===== src/rtl/slcl_pkg.sv =====
// ----------------------------------------------------------------------------
// slcl_pkg: shared types and constants of the union-area sweep engine
// Operation codes, sequencer states and fixed field widths.
// ----------------------------------------------------------------------------
package slcl_pkg;

  localparam int LEN_W   = 32;
  localparam int AREA_W  = 63;
  localparam int CFG_W   = 11;

  localparam logic [AREA_W-1:0] AREA_MAX = {AREA_W{1'b1}};
  localparam logic [CFG_W-1:0]  COORD_COUNT_RST = 11'd1024;

  typedef enum logic [1:0] {
    OP_LOAD  = 2'd0,
    OP_CLEAR = 2'd1,
    OP_EDGE  = 2'd2,
    OP_NONE  = 2'd3
  } op_t;

  typedef enum logic [3:0] {
    S_INIT_CLR,
    S_IDLE,
    S_LOAD,
    S_CLR,
    S_MUL,
    S_ADD,
    S_VISIT,
    S_RET,
    S_R0,
    S_R1,
    S_R2,
    S_R3,
    S_DONE
  } state_t;

endpackage


===== src/rtl/slcl_area_unit.sv =====
// ----------------------------------------------------------------------------
// slcl_area_unit: strip area multiply and saturating accumulate
// Registered 32x32 product, then a saturating add onto the running area.
// ----------------------------------------------------------------------------
module slcl_area_unit (
  input  logic                        clk,
  input  logic                        start,
  input  logic [31:0]                 dy,
  input  logic [slcl_pkg::LEN_W-1:0]  len,
  input  logic [slcl_pkg::AREA_W-1:0] area_in,
  output logic [slcl_pkg::AREA_W-1:0] area_out
);
  import slcl_pkg::*;

  logic [63:0]       prod;
  logic [AREA_W+1:0] sum;

  always_ff @(posedge clk) begin
    if (start) begin
      prod <= 64'(dy) * 64'(len);
    end
  end

  // sum is 65 bits wide so the carry is kept; anything above the 63-bit limit saturates
  always_comb begin
    sum      = {2'b00, area_in} + {1'b0, prod};
    area_out = (sum > {2'b00, AREA_MAX}) ? AREA_MAX : sum[AREA_W-1:0];
  end

endmodule


===== config.mk =====
export PLATFORM = sky130hd
export DESIGN_NAME = slcl_area_unit
export DESIGN_NICKNAME = d
export VERILOG_FILES = /design/src/rtl/slcl_pkg.sv /design/src/rtl/slcl_area_unit.sv
export SDC_FILE = /design/constraint.sdc
export NUM_CORES = 2
export LEC_CHECK = 0
export BUFFER_PORTS_ARGS = -buffer_cell sky130_fd_sc_hd__buf_2
export CAP_MARGIN = 20
export CORE_MARGIN = 4
export CORE_UTILIZATION = 55
export CTS_CLUSTER_DIAMETER = 50
export DETAILED_ROUTE_END_ITERATION = 10
export GPL_TIMING_DRIVEN = 0
export HOLD_SLACK_MARGIN = 0.06
export PLACE_DENSITY_LB_ADDON = 0.12
export SYNTH_ARGS = -nofsm -noshare
export SYNTH_HDL_FRONTEND = slang
export SYNTH_SLANG_ARGS = --single-unit

===== constraint.sdc =====
create_clock -name clk -period 9.6 [get_ports clk]
set_input_delay 0.48 -clock clk [delete_from_list [all_inputs] [get_ports clk]]
set_output_delay 0.48 -clock clk [all_outputs]
set_load 0.05 [all_outputs]

Word-level counts from Yosys, hierarchy flattened
Index checks and enable logic that the tools add are counted.
{"block": "word_totals", "n_memories": 0, "out_inout_bits": 63, "romBits": 0, "reg_bits": 64, "input_bits": 129, "word_cells": 5, "ramBits": 0, "latchBits": 0}
{"block": "classes", "shift": 0, "n_mux": 1, "n_reduce_logical": 0, "bitwise_logic": 0, "div": 0, "multipliers": 1, "n_lt_le_gt_ge": 1, "n_eq_ne": 0, "n_addsub": 1}
{"cell": "$add A63 B64 Y65", "n": 1}
{"cell": "$gt A65 B63 Y1 const B", "n": 1}
{"cell": "$mul A32 B32 Y64", "n": 1}
{"cell": "$mux W63", "n": 1}

Longest topological paths before layout
{"block": "logic_depth", "word_depth": 3, "mapped_depth": 29}

Worst setup path after synthesis
No wires, ideal clock.
{"block": "synth_timing", "kind": "input port to flip-flop", "from": "input dy[29]", "to": "register prod[62], data pin", "t_required_ns": 9.328, "setup_time_ns": 0.272, "setup_slack_ns": 1.826, "t_arrival_ns": 7.502, "path_stages": 24, "cell_sequence": "clkbuf_1 -> nand2_1 -> fa_1 -> inv_1 -> fa_1 -> inv_1 -> fa_1 -> fa_1 -> inv_1 -> fa_1 -> fa_1 -> fa_1 -> fa_1 -> ha_1 -> a21o_1 -> a21o_1 -> a21oi_1 -> nor2_1 -> a211oi_1 -> o21ai_0 -> or4b_1 -> a31o_2 -> nor4bb_1 -> or4_1"}
{"block": "synth_via", "elab_chain_len": 1}
{"item": "from (decl)", "line": "slcl_area_unit.sv:8", "text": "input logic [31:0] dy,"}
{"item": "$mul A32 B32 Y64", "line": "slcl_area_unit.sv:20", "text": "prod <= 64'(dy) * 64'(len);"}
{"item": "to (signal assigned)", "line": "slcl_area_unit.sv:20"}
{"item": "to (decl)", "line": "slcl_area_unit.sv:15", "text": "logic [63:0] prod;"}
No other way between the ends.
A chain may end at the register's enable or synchronous reset.

Worst setup path in the final report
{"block": "layout_timing", "from": "input len[8] (netlist bit)", "to": "register prod[63], data pin"}
{"block": "layout_via", "elab_chain_len": 1}
{"item": "from (decl)", "line": "slcl_area_unit.sv:9", "text": "input logic [slcl_pkg::LEN_W-1:0] len,"}
{"item": "$mul A32 B32 Y64", "line": "slcl_area_unit.sv:20"}
No other way between the ends.

==> impl_metrics.prom <==
# TYPE chip_impl_metric gauge
chip_impl_info{name="outcome",value="finished clean"} 1
chip_impl_metric{name="ant_nets",unit=""} 0
chip_impl_info{name="register_with_the_highest_flop_count",value="prod"} 1
chip_impl_metric{name="largest_reg_flops",unit=""} 64
chip_impl_info{name="synth_area_leaders",value="sky130_fd_sc_hd__fa_1 (46%), sky130_fd_sc_hd__ha_1 (10%), sky130_fd_sc_hd__and2_1 (9.4%)"} 1
chip_impl_metric{name="initial_utilization",unit=""} 0.558
chip_impl_metric{name="gr-usage-all-layers",unit=""} 0.374
chip_impl_metric{name="synthesis.instances",unit=""} 4384
chip_impl_metric{name="cp_data_arrival_time",unit="ns"} 9.41
chip_impl_metric{name="routabilityCongestion",unit=""} 1.05
chip_impl_metric{name="worst_setup_hold_path_clk_slew",unit="ns"} 0.05
chip_impl_metric{name="fin_tns_setup",unit="ns"} 0
chip_impl_metric{name="yosys_warnings",unit=""} 0
chip_impl_metric{name="worst_pin_slew",unit="ns"} 1.26
chip_impl_metric{name="port_buffer_cells",unit=""} 191
chip_impl_metric{name="first_pass_iters",unit=""} 5
chip_impl_metric{name="cp_max_fo",unit=""} 10
chip_impl_metric{name="cts.hold.buffers_added",unit=""} 0
chip_impl_metric{name="synthDominantCellAreaShare",unit=""} 0.457
chip_impl_metric{name="vias",unit=""} 32100
chip_impl_metric{name="chipHeight",unit="microns"} 275
chip_impl_metric{name="synth_edf_count",unit=""} 64
chip_impl_metric{name="cts.sink_count",unit=""} 64
chip_impl_metric{name="number_of_top_level_design_ports",unit=""} 192
chip_impl_metric{name="cts_buffers",unit=""} 9
chip_impl_metric{name="worst_slew_margin_rel",unit=""} 0.162
chip_impl_metric{name="grt_max_degree",unit=""} 45
chip_impl_metric{name="mappedNetlistNets",unit=""} 5736
chip_impl_metric{name="synth.yosys.seq_area_share",unit=""} 0.0489
chip_impl_metric{name="wire_length_of_the_first_global_routing_pass",unit="mm"} 205
chip_impl_metric{name="route.detailed.drc",unit=""} 0
chip_impl_metric{name="finalCoreUtilization",unit=""} 0.595
chip_impl_info{name="tritoncts",value="built"} 1
chip_impl_info{name="largestRegisters",value="prod x64"} 1
chip_impl_info{name="hold_wc_path_type",value="in -> reg"} 1
chip_impl_metric{name="routed_wire_per_std_cell",unit="microns"} 25.0
chip_impl_metric{name="clock.fmax",unit="GHz"} 0.107
chip_impl_metric{name="final.min_clock_period",unit="ns"} 9.33
chip_impl_info{name="yosys-top-cells-count",value="sky130_fd_sc_hd__fa_1 (897), sky130_fd_sc_hd__inv_1 (884), sky130_fd_sc_hd__and2_1 (590), sky130_fd_sc_hd__nand2_1 (588), sky130_fd_sc_hd__ha_1 (326)"} 1
chip_impl_metric{name="hold_viol",unit=""} 0
chip_impl_info{name="worst-setup-path-type",value="in -> reg"} 1
chip_impl_metric{name="grt_antenna_before_repair",unit=""} 12
chip_impl_metric{name="maxSlewViolCount",unit=""} 0
chip_impl_metric{name="final_net_count",unit=""} 5943
chip_impl_metric{name="hold_depth",unit=""} 1
chip_impl_metric{name="global_route.overflow_total",unit=""} 0
chip_impl_metric{name="vias_per_cell",unit=""} 5.79
chip_impl_metric{name="die_footprint",unit="sq mm"} 0.0757
chip_impl_info{name="crit_end_element",value="flop"} 1
chip_impl_metric{name="drt_first_iter_violations",unit=""} 2998
chip_impl_metric{name="required_time_at_the_endpoint_of_the_critical_path",unit="ns"} 9.68
chip_impl_metric{name="ys_seq_elements",unit=""} 64
chip_impl_metric{name="core",unit="sq mm"} 0.0704
chip_impl_info{name="ys.flop_type",value="sky130_fd_sc_hd__edfxtp_1"} 1
chip_impl_metric{name="dp.cells",unit=""} 5517
chip_impl_info{name="cts-root-buf",value="sky130_fd_sc_hd__clkbuf_16"} 1
chip_impl_metric{name="share_of_cells_above_drive_strength_1",unit=""} 0.0516
chip_impl_metric{name="finalCritPeriodShare",unit=""} 0.972
chip_impl_info{name="grt_setup_unrepaired",value="no"} 1
chip_impl_metric{name="resized_gates_after_cts",unit=""} 0
chip_impl_metric{name="dp_hpwl",unit="mm"} 116
chip_impl_metric{name="cts-htree-levels",unit=""} 3
chip_impl_info{name="synth_area_leader",value="sky130_fd_sc_hd__fa_1"} 1
chip_impl_info{name="critical_path.startpoint",value="len[8]"} 1
chip_impl_info{name="synthMostInstantiatedCell",value="sky130_fd_sc_hd__fa_1"} 1
chip_impl_metric{name="syn_avg_cell_area",unit="sq um"} 8.96
chip_impl_metric{name="first_global_vias",unit=""} 32800
chip_impl_info{name="setup.worst_path.start_class",value="primary input"} 1
chip_impl_metric{name="setup_violators_final",unit=""} 0
chip_impl_metric{name="nFillCells",unit=""} 6545
chip_impl_info{name="crit_path_end",value="prod[63]"} 1
chip_impl_metric{name="synth_cell_type_count",unit=""} 63
chip_impl_metric{name="cap_violations",unit=""} 0
chip_impl_metric{name="final_wirelength",unit="mm"} 139
chip_impl_metric{name="cts.repair_timing.setup_buffer_count",unit=""} 0
chip_impl_metric{name="synthToLayoutAreaGrowth",unit="%"} 6.61
chip_impl_metric{name="row_count",unit=""} 97
chip_impl_metric{name="clock_tree.buffer_depth",unit=""} 2
chip_impl_metric{name="synth.cell_area",unit="sq mm"} 0.0393
chip_impl_metric{name="die_width",unit="microns"} 275
chip_impl_metric{name="async_flop_share",unit=""} 0
chip_impl_metric{name="post_layout_nonfiller_instances",unit=""} 5553
-- cells in the final DEF (no fill, tap or decap), drive strengths merged, types with 11 or more instances in the layout --
| cell type | count |
|---|---|
| a211oi | 11 |
| a21o | 80 |
| a21oi | 150 |
| a31oi | 20 |
| and2 | 590 |
| and3 | 18 |
| buf | 203 |
| clkbuf | 250 |
| diode | 17 |
| edfxtp | 64 |
| fa | 897 |
| ha | 326 |
| inv | 885 |
| nand2 | 588 |
| nand3 | 28 |
| nand4 | 37 |
| nor2 | 68 |
| nor2b | 11 |
| nor3 | 19 |
| o21a | 15 |
| o21ai | 91 |
| o21bai | 23 |
| xnor2 | 73 |
| xor2 | 46 |
-- critical path, stage by stage --
cell                       delay (ns)
sky130_fd_sc_hd__buf_2           0.15
sky130_fd_sc_hd__clkbuf_1        0.94
sky130_fd_sc_hd__nand2_1         0.23
sky130_fd_sc_hd__fa_1            0.61
sky130_fd_sc_hd__inv_1           0.07
sky130_fd_sc_hd__fa_1            0.41
sky130_fd_sc_hd__inv_1           0.08
sky130_fd_sc_hd__fa_1            0.42
sky130_fd_sc_hd__fa_1            0.49
sky130_fd_sc_hd__inv_1           0.05
sky130_fd_sc_hd__fa_1            0.50
sky130_fd_sc_hd__inv_1           0.06
sky130_fd_sc_hd__fa_1            0.58
sky130_fd_sc_hd__fa_1            0.49
sky130_fd_sc_hd__fa_1            0.61
sky130_fd_sc_hd__inv_1           0.08
sky130_fd_sc_hd__ha_1            0.35
sky130_fd_sc_hd__a211oi_1        0.35
sky130_fd_sc_hd__o211ai_1        0.17
sky130_fd_sc_hd__a211oi_1        0.31
sky130_fd_sc_hd__nand4_1         0.24
sky130_fd_sc_hd__a31oi_1         0.49
sky130_fd_sc_hd__a21oi_1         0.25
sky130_fd_sc_hd__a31oi_1         0.32
sky130_fd_sc_hd__nand3b_1        0.20
sky130_fd_sc_hd__a221oi_1        0.38
sky130_fd_sc_hd__xnor2_1         0.11
-- routing by layer --
metal / track usage / vias to the layer above / part of all wire
met1: 0.489 / 16100 / 0.37
met5: 0 / - / 0
met3: 0.0937 / 499 / 0.11
met4: 0.214 / 0 / 0.079
met2: 0.570 / 1831 / 0.44
li1: - / 13700 / -
-- layout make-up --
cell class / instances / area (sq um) / area share
diodes: 17 / 42.5 / 0.00102
plain buffers: 249 / 980 / 0.0234
clock buffers: 9 / 225 / 0.00538
clock inverters: 7 / 119 / 0.00284
inverters: 884 / 3320 / 0.0793
multi-input cells: 3187 / 33000 / 0.789
flip-flops and latches: 64 / 1920 / 0.0459
well taps: 940 / 1180 / 0.0281
repair buffers: 196 / 1030 / 0.0247
-- cells by family after synthesis --
group	Yosys count	share of synthesized area
compound gates	451	0.0741
xor+xnor	119	0.0265
fa+ha+maj	1223	0.561
buf+inv	1133	0.109
flops	64	0.0489
simple gates	1394	0.180
-- how the worst min path moves through the flow --
stage / to / slack, ns / startpoint
2_1_floorplan: prod[0] / 0.59 / start
3_3_place_gp: prod[0] / 1.05 / dy[0]
3_5_place_dp: prod[59] / 0.98 / start
4_1_cts: prod[59] / 0.63 / start
5_1_grt: prod[59] / 0.65 / start
6_report: prod[59] / 0.63 / start
-- metrics by stage --
step	hold WS [ns]	setup WS, ns	instance area (sq um)
global route	0.653	0.124	41800
CTS	0.625	0.476	41800
detailed placement	0.983	0.107	41400
global placement	1.05	0.134	41400
floorplan	0.592	1.83	39300
finish	0.629	0.265	41900
Power is not shown: default switching activity piles up to over one toggle a cycle in this logic, so the estimate is an artifact.
